===== src/rtl/newton_square_root_top_assert.svh =====
// ---------------------------------------------------------------------------
// newton_square_root_top assertion macros
// property shorthands with the block clock and reset built in
// ---------------------------------------------------------------------------
`ifndef NEWTON_SQUARE_ROOT_TOP_ASSERT_SVH
`define NEWTON_SQUARE_ROOT_TOP_ASSERT_SVH

// same-cycle implication
`define NSR_ASSERT_IMP(lbl, ante, cons, msg) \
  lbl: assert property (@(posedge clk_i) disable iff (!rst_ni) (ante) |-> (cons)) \
    else $error(msg);

// next-cycle implication
`define NSR_ASSERT_NXT(lbl, ante, cons, msg) \
  lbl: assert property (@(posedge clk_i) disable iff (!rst_ni) (ante) |=> (cons)) \
    else $error(msg);

`endif


===== src/rtl/nsr_pkg.sv =====
// ---------------------------------------------------------------------------
// nsr_pkg
// widths, register codes and shared types of the newton square root block
// ---------------------------------------------------------------------------
package nsr_pkg;

  localparam int DATA_WIDTH     = 32;
  localparam int FRAC_BITS      = 16;
  localparam int ROOT_WIDTH     = 24;
  localparam int LIMIT_WIDTH    = 8;
  localparam int TOL_WIDTH      = 16;
  localparam int CFG_IDX_WIDTH  = 8;
  localparam int CFG_DATA_WIDTH = 16;

  localparam int DIV_STEPS = DATA_WIDTH + FRAC_BITS;
  localparam int CNT_WIDTH = $clog2(DIV_STEPS + 1);

  // configuration register indexes
  localparam logic [CFG_IDX_WIDTH-1:0] REG_ITER_LIMIT = CFG_IDX_WIDTH'(0);
  localparam logic [CFG_IDX_WIDTH-1:0] REG_TOLERANCE  = CFG_IDX_WIDTH'(1);

  localparam logic [LIMIT_WIDTH-1:0] ITER_LIMIT_RST = LIMIT_WIDTH'(50);
  localparam logic [TOL_WIDTH-1:0]   TOLERANCE_RST  = TOL_WIDTH'(2);

  localparam logic [DATA_WIDTH-1:0] FIX_ONE  = DATA_WIDTH'(1) << FRAC_BITS;
  localparam logic [DATA_WIDTH-1:0] ROOT_MAX = DATA_WIDTH'((64'd1 << ROOT_WIDTH) - 64'd1);

  typedef struct packed {
    logic busy;
    logic done;
  } div_status_t;

  // clamp a guess to the root field
  function automatic logic [ROOT_WIDTH-1:0] sat_root(input logic [DATA_WIDTH-1:0] val);
    logic [ROOT_WIDTH-1:0] res;
    if (val > ROOT_MAX) begin
      res = {ROOT_WIDTH{1'b1}};
    end else begin
      res = val[ROOT_WIDTH-1:0];
    end
    return res;
  endfunction

endpackage


===== src/rtl/nsr_if.sv =====
// ---------------------------------------------------------------------------
// nsr interfaces
// valid/ready channels for radicand, result and register writes
// ---------------------------------------------------------------------------
interface nsr_in_if;
  logic                                      valid;
  logic                                      ready;
  logic signed [nsr_pkg::DATA_WIDTH-1:0]     radicand;

  modport source (output valid, output radicand, input ready);
  modport sink   (input valid, input radicand, output ready);
endinterface

interface nsr_out_if;
  logic                              valid;
  logic                              ready;
  logic [nsr_pkg::ROOT_WIDTH-1:0]    root;
  logic                              converged;

  modport source (output valid, output root, output converged, input ready);
  modport sink   (input valid, input root, input converged, output ready);
endinterface

interface nsr_cfg_if;
  logic                                  valid;
  logic                                  ready;
  logic [nsr_pkg::CFG_IDX_WIDTH-1:0]     index;
  logic [nsr_pkg::CFG_DATA_WIDTH-1:0]    data;

  modport source (output valid, output index, output data, input ready);
  modport sink   (input valid, input index, input data, output ready);
endinterface


===== src/rtl/nsr_div.sv =====
// ---------------------------------------------------------------------------
// nsr_div
// restoring fixed-point divider, one quotient bit per cycle
// ---------------------------------------------------------------------------
module nsr_div (
  input  logic                              clk_i,
  input  logic                              rst_ni,
  input  logic                              start_i,
  input  logic [nsr_pkg::DATA_WIDTH-1:0]    num_i,
  input  logic [nsr_pkg::DATA_WIDTH-1:0]    den_i,
  output logic [nsr_pkg::DATA_WIDTH-1:0]    quo_o,
  output nsr_pkg::div_status_t              status_o
);

  localparam int DW = nsr_pkg::DATA_WIDTH;
  localparam int SW = nsr_pkg::DIV_STEPS;

  logic [SW-1:0]                   sh_q, sh_d;
  logic [DW-1:0]                   den_q, den_d;
  logic [DW-1:0]                   rem_q, rem_d;
  logic [DW-1:0]                   quo_q, quo_d;
  logic [nsr_pkg::CNT_WIDTH-1:0]   cnt_q, cnt_d;
  logic                            done_q, done_d;
  logic [DW:0]                     rem_s;
  logic [DW:0]                     rem_sub;
  logic                            ge;

  // shift in the next dividend bit and try the subtract
  assign rem_s   = {rem_q, sh_q[SW-1]};
  assign rem_sub = rem_s - {1'b0, den_q};
  assign ge      = (rem_s >= {1'b0, den_q});

  always_comb begin
    sh_d   = sh_q;
    den_d  = den_q;
    rem_d  = rem_q;
    quo_d  = quo_q;
    cnt_d  = cnt_q;
    done_d = 1'b0;
    if (start_i) begin
      sh_d  = {num_i, {nsr_pkg::FRAC_BITS{1'b0}}};
      den_d = den_i;
      rem_d = '0;
      quo_d = '0;
      cnt_d = nsr_pkg::CNT_WIDTH'(SW);
    end else if (cnt_q != '0) begin
      sh_d  = {sh_q[SW-2:0], 1'b0};
      rem_d = ge ? rem_sub[DW-1:0] : rem_s[DW-1:0];
      quo_d = {quo_q[DW-2:0], ge};
      cnt_d = cnt_q - nsr_pkg::CNT_WIDTH'(1);
      if (cnt_q == nsr_pkg::CNT_WIDTH'(1)) begin
        done_d = 1'b1;
      end
    end
  end

  always_ff @(posedge clk_i or negedge rst_ni) begin
    if (!rst_ni) begin
      cnt_q  <= '0;
      done_q <= 1'b0;
    end else begin
      cnt_q  <= cnt_d;
      done_q <= done_d;
    end
  end

  always_ff @(posedge clk_i) begin
    sh_q  <= sh_d;
    den_q <= den_d;
    rem_q <= rem_d;
    quo_q <= quo_d;
  end

  assign quo_o         = quo_q;
  assign status_o.busy = (cnt_q != '0);
  assign status_o.done = done_q;

endmodule


===== src/rtl/newton_square_root_top.sv =====
// ---------------------------------------------------------------------------
// newton_square_root_top
// Newton-Raphson square root of a signed Q.16 radicand
//
// in_i carries one radicand per transaction; out_o returns root and the
// converged flag, one transaction per radicand, in order. cfg_i writes
// iteration_limit (index 0) and tolerance_lsb (index 1); other indexes are
// dropped. cfg_i is always ready; the user is to write it only while the
// block is idle, which the block itself does not enforce. Each Newton
// step runs the shared 48-step restoring divider, one quotient bit per
// cycle; an item runs n steps before its result is valid, n being 1 up to
// iteration_limit; a radicand that is zero or negative, or a zero limit,
// skips the divider. in_i is ready only while no item is in work. The
// result sits in an output register: a new radicand is taken while it
// waits, and a finished item holds in the sequencer until that register
// frees up. Reset empties the output, idles the sequencer and loads
// iteration_limit = 50 and tolerance_lsb = 2.
// ---------------------------------------------------------------------------
`include "newton_square_root_top_assert.svh"

module newton_square_root_top (
  input  logic         clk_i,
  input  logic         rst_ni,
  nsr_in_if.sink       in_i,
  nsr_out_if.source    out_o,
  nsr_cfg_if.sink      cfg_i
);

  localparam int DW = nsr_pkg::DATA_WIDTH;
  localparam int LW = nsr_pkg::LIMIT_WIDTH;
  localparam int TW = nsr_pkg::TOL_WIDTH;
  localparam int RW = nsr_pkg::ROOT_WIDTH;

  localparam logic [1:0] ST_IDLE  = 2'd0;
  localparam logic [1:0] ST_START = 2'd1;
  localparam logic [1:0] ST_DIV   = 2'd2;
  localparam logic [1:0] ST_DONE  = 2'd3;

  logic [1:0]     state_q, state_d;
  logic [LW-1:0]  limit_q, limit_d;
  logic [TW-1:0]  tol_q, tol_d;
  logic [LW-1:0]  iter_q, iter_d;
  logic [DW-1:0]  x_q, x_d;
  logic [DW-1:0]  guess_q, guess_d;
  logic [RW-1:0]  res_root_q, res_root_d;
  logic           res_conv_q, res_conv_d;
  logic           out_valid_q, out_valid_d;
  logic [RW-1:0]  out_root_q, out_root_d;
  logic           out_conv_q, out_conv_d;

  logic                  in_take;
  logic                  out_load;
  logic                  div_start;
  logic [DW-1:0]         quo;
  nsr_pkg::div_status_t  div_stat;
  logic [DW:0]           sum;
  logic [DW-1:0]         newton_est;
  logic [DW-1:0]         diff;
  logic [DW-1:0]         x_in;
  logic [DW-1:0]         half_x;
  logic [LW-1:0]         iter_inc;

  // shared divider: floor(x * 2^16 / guess)
  nsr_div u_div (
    .clk_i    (clk_i),
    .rst_ni   (rst_ni),
    .start_i  (div_start),
    .num_i    (x_q),
    .den_i    (guess_q),
    .quo_o    (quo),
    .status_o (div_stat)
  );

  assign in_i.ready  = (state_q == ST_IDLE);
  assign cfg_i.ready = 1'b1;
  assign in_take     = in_i.valid && in_i.ready;
  assign div_start   = (state_q == ST_START);
  assign out_load    = (state_q == ST_DONE) && (!out_valid_q || out_o.ready);

  assign x_in       = DW'(unsigned'(in_i.radicand));
  assign half_x     = x_in >> 1;
  assign sum        = {1'b0, guess_q} + {1'b0, quo};
  assign newton_est = sum[DW:1];
  assign diff       = (newton_est >= guess_q) ? (newton_est - guess_q)
                                              : (guess_q - newton_est);
  assign iter_inc   = iter_q + LW'(1);

  // register writes
  always_comb begin
    limit_d = limit_q;
    tol_d   = tol_q;
    if (cfg_i.valid && cfg_i.ready) begin
      unique case (cfg_i.index)
        nsr_pkg::REG_ITER_LIMIT: limit_d = cfg_i.data[LW-1:0];
        nsr_pkg::REG_TOLERANCE:  tol_d   = cfg_i.data[TW-1:0];
        default: ;
      endcase
    end
  end

  // sequencer
  always_comb begin
    state_d    = state_q;
    iter_d     = iter_q;
    x_d        = x_q;
    guess_d    = guess_q;
    res_root_d = res_root_q;
    res_conv_d = res_conv_q;
    unique case (state_q)
      ST_IDLE: begin
        if (in_take) begin
          x_d    = x_in;
          iter_d = '0;
          if (x_in == '0 || x_in[DW-1]) begin
            res_root_d = '0;
            res_conv_d = 1'b1;
            state_d    = ST_DONE;
          end else begin
            guess_d = (half_x < nsr_pkg::FIX_ONE) ? nsr_pkg::FIX_ONE : half_x;
            if (limit_q == '0) begin
              res_root_d = nsr_pkg::sat_root(guess_d);
              res_conv_d = 1'b0;
              state_d    = ST_DONE;
            end else begin
              state_d = ST_START;
            end
          end
        end
      end
      ST_START: begin
        state_d = ST_DIV;
      end
      ST_DIV: begin
        if (div_stat.done) begin
          guess_d = newton_est;
          iter_d  = iter_inc;
          if (diff < DW'(tol_q)) begin
            res_root_d = nsr_pkg::sat_root(newton_est);
            res_conv_d = 1'b1;
            state_d    = ST_DONE;
          end else if (iter_inc == limit_q) begin
            res_root_d = nsr_pkg::sat_root(newton_est);
            res_conv_d = 1'b0;
            state_d    = ST_DONE;
          end else begin
            state_d = ST_START;
          end
        end
      end
      ST_DONE: begin
        if (out_load) begin
          state_d = ST_IDLE;
        end
      end
      default: state_d = ST_IDLE;
    endcase
  end

  // output register
  always_comb begin
    out_valid_d = out_valid_q;
    out_root_d  = out_root_q;
    out_conv_d  = out_conv_q;
    if (out_load) begin
      out_valid_d = 1'b1;
      out_root_d  = res_root_q;
      out_conv_d  = res_conv_q;
    end else if (out_o.ready) begin
      out_valid_d = 1'b0;
    end
  end

  always_ff @(posedge clk_i or negedge rst_ni) begin
    if (!rst_ni) begin
      state_q     <= ST_IDLE;
      limit_q     <= nsr_pkg::ITER_LIMIT_RST;
      tol_q       <= nsr_pkg::TOLERANCE_RST;
      iter_q      <= '0;
      out_valid_q <= 1'b0;
    end else begin
      state_q     <= state_d;
      limit_q     <= limit_d;
      tol_q       <= tol_d;
      iter_q      <= iter_d;
      out_valid_q <= out_valid_d;
    end
  end

  always_ff @(posedge clk_i) begin
    x_q        <= x_d;
    guess_q    <= guess_d;
    res_root_q <= res_root_d;
    res_conv_q <= res_conv_d;
    out_root_q <= out_root_d;
    out_conv_q <= out_conv_d;
  end

  assign out_o.valid     = out_valid_q;
  assign out_o.root      = out_root_q;
  assign out_o.converged = out_conv_q;

  `NSR_ASSERT_IMP(a_div_done_in_div, div_stat.done, state_q == ST_DIV,
                  "divider finished outside of a newton step")
  `NSR_ASSERT_IMP(a_iter_below_limit, state_q == ST_DIV, iter_q < limit_q,
                  "newton step count reached the limit while still running")
  `NSR_ASSERT_IMP(a_guess_nonzero, state_q == ST_DIV, guess_q != '0,
                  "divisor guess reached zero")
  `NSR_ASSERT_NXT(a_take_leaves_idle, in_take, state_q != ST_IDLE,
                  "accepted radicand did not start work")
  `NSR_ASSERT_IMP(a_out_from_done, $rose(out_valid_q), $past(state_q == ST_DONE),
                  "result appeared without a finished item")

endmodule


===== src/flat_wrapper.sv =====
// flat-port wrapper written by rule: the top's interface ports become plain ports
module newton_square_root_top_flat 
  (clk_i, rst_ni, in_i_valid, in_i_radicand, in_i_ready, out_o_valid, out_o_root, out_o_converged, out_o_ready, cfg_i_valid, cfg_i_index, cfg_i_data, cfg_i_ready);
  nsr_in_if in_i_i ();
  nsr_out_if out_o_i ();
  nsr_cfg_if cfg_i_i ();
  input  logic clk_i;
  input  logic rst_ni;
  input wire logic [$bits(in_i_i.valid)-1:0] in_i_valid;
  input wire logic [$bits(in_i_i.radicand)-1:0] in_i_radicand;
  output wire logic [$bits(in_i_i.ready)-1:0] in_i_ready;
  output wire logic [$bits(out_o_i.valid)-1:0] out_o_valid;
  output wire logic [$bits(out_o_i.root)-1:0] out_o_root;
  output wire logic [$bits(out_o_i.converged)-1:0] out_o_converged;
  input wire logic [$bits(out_o_i.ready)-1:0] out_o_ready;
  input wire logic [$bits(cfg_i_i.valid)-1:0] cfg_i_valid;
  input wire logic [$bits(cfg_i_i.index)-1:0] cfg_i_index;
  input wire logic [$bits(cfg_i_i.data)-1:0] cfg_i_data;
  output wire logic [$bits(cfg_i_i.ready)-1:0] cfg_i_ready;
  assign in_i_i.valid = in_i_valid;
  assign in_i_i.radicand = in_i_radicand;
  assign in_i_ready = in_i_i.ready;
  assign out_o_valid = out_o_i.valid;
  assign out_o_root = out_o_i.root;
  assign out_o_converged = out_o_i.converged;
  assign out_o_i.ready = out_o_ready;
  assign cfg_i_i.valid = cfg_i_valid;
  assign cfg_i_i.index = cfg_i_index;
  assign cfg_i_i.data = cfg_i_data;
  assign cfg_i_ready = cfg_i_i.ready;
  newton_square_root_top u_core (.clk_i(clk_i), .rst_ni(rst_ni), .in_i(in_i_i), .out_o(out_o_i), .cfg_i(cfg_i_i));
endmodule

===== config.mk =====
export PLATFORM = sky130hd
export DESIGN_NAME = newton_square_root_top_flat
export DESIGN_NICKNAME = d
export VERILOG_FILES = /design/src/rtl/nsr_pkg.sv /design/src/rtl/nsr_if.sv /design/src/rtl/nsr_div.sv /design/src/rtl/newton_square_root_top.sv /design/src/flat_wrapper.sv
export VERILOG_INCLUDE_DIRS = /design/src /design/src/rtl
export SDC_FILE = /design/constraint.sdc
export NUM_CORES = 1
export LEC_CHECK = 0
export ABC_AREA = 0
export BUFFER_PORTS_ARGS = -buffer_cell sky130_fd_sc_hd__buf_4
export CORE_ASPECT_RATIO = 0.9
export CORE_MARGIN = 3
export CORE_UTILIZATION = 25
export CTS_BUF_LIST = sky130_fd_sc_hd__clkbuf_8
export DETAILED_ROUTE_END_ITERATION = 16
export PLACE_DENSITY = 0.46
export SYNTH_ARGS = -nofsm -noshare
export SYNTH_HDL_FRONTEND = slang
export SYNTH_HIERARCHICAL = 1
export SYNTH_SLANG_ARGS = --single-unit

===== constraint.sdc =====
create_clock -name clk_i -period 8.6 [get_ports clk_i]
set_input_delay 0.43 -clock clk_i [delete_from_list [all_inputs] [get_ports clk_i]]
set_output_delay 0.43 -clock clk_i [all_outputs]
set_load 0.02 [all_outputs]

==> reports/qor.csv <==
metric,value,unit
Slew HR,14.8,%
fin. max-slew vios,0,
IO Port Bufs,87,
vias in the first global route,15400,
# DRC,0,
setup ws final,653,ps
Core Area,0.0750,mm^2
Area contributors post-synth,"edfxtp_1 (28%), ha_1 (9.5%), dfxtp_1 (6.7%), dfrtp_1 (5.0%), a21oi_1 (5.0%)",
most frequent cells in the layout,"a21oi_1 (188), edfxtp_1 (178), nand2_1 (175)",
synth warn,6,
Area Overhead vs Synth,16.5,%
post-synthesis instance total,2039,
worst skew pair latency,650,ps
register clock-pin slew on the reported worst setup and hold paths,60,ps
clock sink count,284,
critical path class,register to register,
"Data required, critical path",8910,ps
Num CTS Buffers,51,
die area,0.0793,mm^2
Critical Path AT,8260,ps
Setup Skew,36.0,ps
Via density,4.98,
GP Congestion,0.920,
Max Cap Violations,0,
syn nets,2248,
most frequent CP cell,a21o_1,
fillcell total,7871,
GRT Total Usage,15.1,%
CTS tree,built,
"FF+latch count, synth",284,
"Hold Vio Cnt, Final",0,
DRT Wirelength,61.3,mm
Overflow after GRT,0,
crit start category,register,
pin slew with the least headroom to its limit,1270,ps
asr flop ratio synth,14.8,%
Iteration-0 DRC Markers,1280,
post-DP HPWL,46.1,mm
DP Worst Slack,482,ps
largest stage delay on the critical path,460,ps
final setup vio count,0,
cell taking the most area after synthesis,edfxtp_1,
endpoint class of the critical path,register,
initial core utilization,25.3,%
drt wl/cell,19.2,um
Critical-path top delay cell,edfxtp_1,
Die X,297,um
largest net degree at the start of global routing,129,
H-tree Lvls,2,
Root Buffer,clkbuf_8,
R2R Setup Slk,650,ps
post-synthesis instance area,0.0190,mm^2
Worst Hold Class,primary input to register,
Worst Path Max Fanout,25,
sequential element share of the synthesized area,40.4,%
"most common cell after layout, fill and taps aside",a21oi_1,
top-area cell type share of the netlist area,28.1,%
initial antenna violation count,1,
first-pass GRT wire length,93.3,mm
remaining antenna violation count,0,
RSZ-0062 raised after global routing,no,
share of layout cells above drive strength 1,13.5,%
fin crit share,92.4,%
Core Rows,95,
via count,15900,
die height,268,um
I/O pin count,89,
max frequency,126,MHz
fin nets,2346,
Yosys cell types,99,
drt pass-1 iters,6,
Post-synth top flop,edfxtp_1,
Post-synth EDFFs,178,
CTS max path bufs,3,
syn avg cell area,9.32,um^2
status,"finished, final reports clean",
Setup TNS Final,0,ps
shortest period the worst path allows,7950,ps
-- through the flow --
step / util [%] / hold slack, ps / cell area [um^2] / std cells
2_1_floorplan: - / 134 / 19000 / 2039
3_3_place_gp: 27.6 / 416 / 20700 / 3061
3_5_place_dp: 27.6 / 405 / 20700 / 3061
4_1_cts: 29.4 / 0.972 / 22100 / 3192
5_1_grt: 29.5 / 15.6 / 22100 / 3196
6_report: 29.5 / 56.2 / 22100 / 3197
-- cells in the mapped netlist (9+ instances only) --
| cell type | count |
|---|---|
| a21oi_1 | 189 |
| edfxtp_1 | 178 |
| nand2_1 | 175 |
| inv_1 | 145 |
| ha_1 | 144 |
| nor2_1 | 144 |
| o21ai_0 | 135 |
| dfxtp_1 | 64 |
| xnor2_1 | 60 |
| clkbuf_1 | 59 |
| a21o_1 | 57 |
| mux2_2 | 56 |
| nor3_1 | 52 |
| nand3_1 | 51 |
| a211oi_1 | 38 |
| dfrtp_1 | 38 |
| xor2_1 | 34 |
| o31a_1 | 31 |
| buf_2 | 29 |
| nand4_1 | 27 |
| o21a_1 | 21 |
| o21bai_1 | 19 |
| nor4_1 | 18 |
| nand2b_1 | 17 |
| mux2i_1 | 14 |
| nor2b_1 | 14 |
| o21ai_1 | 14 |
| and2_1 | 13 |
| and3_1 | 12 |
| a31oi_1 | 11 |
| or3_1 | 10 |
| o211ai_1 | 9 |
-- state kept, by name (all words and copies together), names as in the netlist, 2 cells and up --
signal / count
u_core/x_q: 32
u_core/u_div/rem_q: 32
u_core/state_q: 2
u_core/u_div/sh_q: 32
u_core/u_div/den_q: 32
u_core/res_root_q: 24
u_core/tol_q: 16
u_core/u_div/quo_o: 32
u_core/guess_q: 32
u_core/u_div/cnt_q: 6
u_core/out_o.root: 24
u_core/iter_q: 8
u_core/limit_q: 8
-- logic make-up (layout without fill, tap and decap cells) --
family | after synthesis | in the layout | share of synthesized area, %
AOI/OAI and AO/OA | 623 | 623 | 21.5
and+or+nand+nor | 569 | 569 | 14.3
DFF | 284 | 284 | 40.4
buffers and inverters | 249 | 388 | 5.31
adders and majority gates | 148 | 148 | 9.90
xor gates and xnor gates | 95 | 95 | 4.42
muxes | 70 | 70 | 4.06
other | 1 | 2 | 0.0197
-- critical path: cells and delay by family (launching register included) --
kind,cells,cell delay (ps)
and+or+nand+nor,9,1970
adders and majority gates,3,1140
buffers and inverters,2,340
DFF,1,460
xor gates and xnor gates,2,460
AOI/OAI and AO/OA,15,3210
-- path summary, 6_finish.rpt --
path | from | end | cells after the start
worst min-delay path | cfg_i_data[7] | u_core/tol_q[7] | 2
worst min register to register | u_core/res_root_q[11] | u_core/out_o.root[11] | 0
worst max register to register | u_core/guess_q[0] | u_core/res_root_q[11] | 31
worst max-delay path | u_core/guess_q[0] | u_core/res_root_q[11] | 31
max in group asynchronous | rst_ni | u_core/u_div/done_q | 2
min in group asynchronous | rst_ni | u_core/u_div/cnt_q[4] | 2
-- repair_timing --
item	in CTS	in global routing
hold buffers	37	0
setup buffers	0	4
gates resized for setup	0	7
setup endpoints to repair	0	25
endpoints found under the hold margin	74	0
-- layout make-up --
class / instances / area [um^2] / area share [%]
well taps: 1018 / 1270 / 5.76
diodes: 1 / 2.50 / 0.0113
repair buffers: 147 / 1210 / 5.48
clock inverters: 37 / 243 / 1.10
flip-flops and latches: 284 / 7680 / 34.7
inverters: 147 / 552 / 2.49
clock buffers: 57 / 785 / 3.55
multi-input cells: 1506 / 10400 / 46.9
-- layer usage --
| metal | wire length, um | track usage [%] |
|---|---|---|
| met1 | 30500 | 22.5 |
| met2 | 26400 | 23.0 |
| met3 | 3160 | 2.14 |
| met4 | 1180 | 3.72 |
| met5 | 0 | 0 |
Power is left out: the tool's default activity adds up to more than one toggle a clock period on the data nets, which glitch-free logic cannot reach.
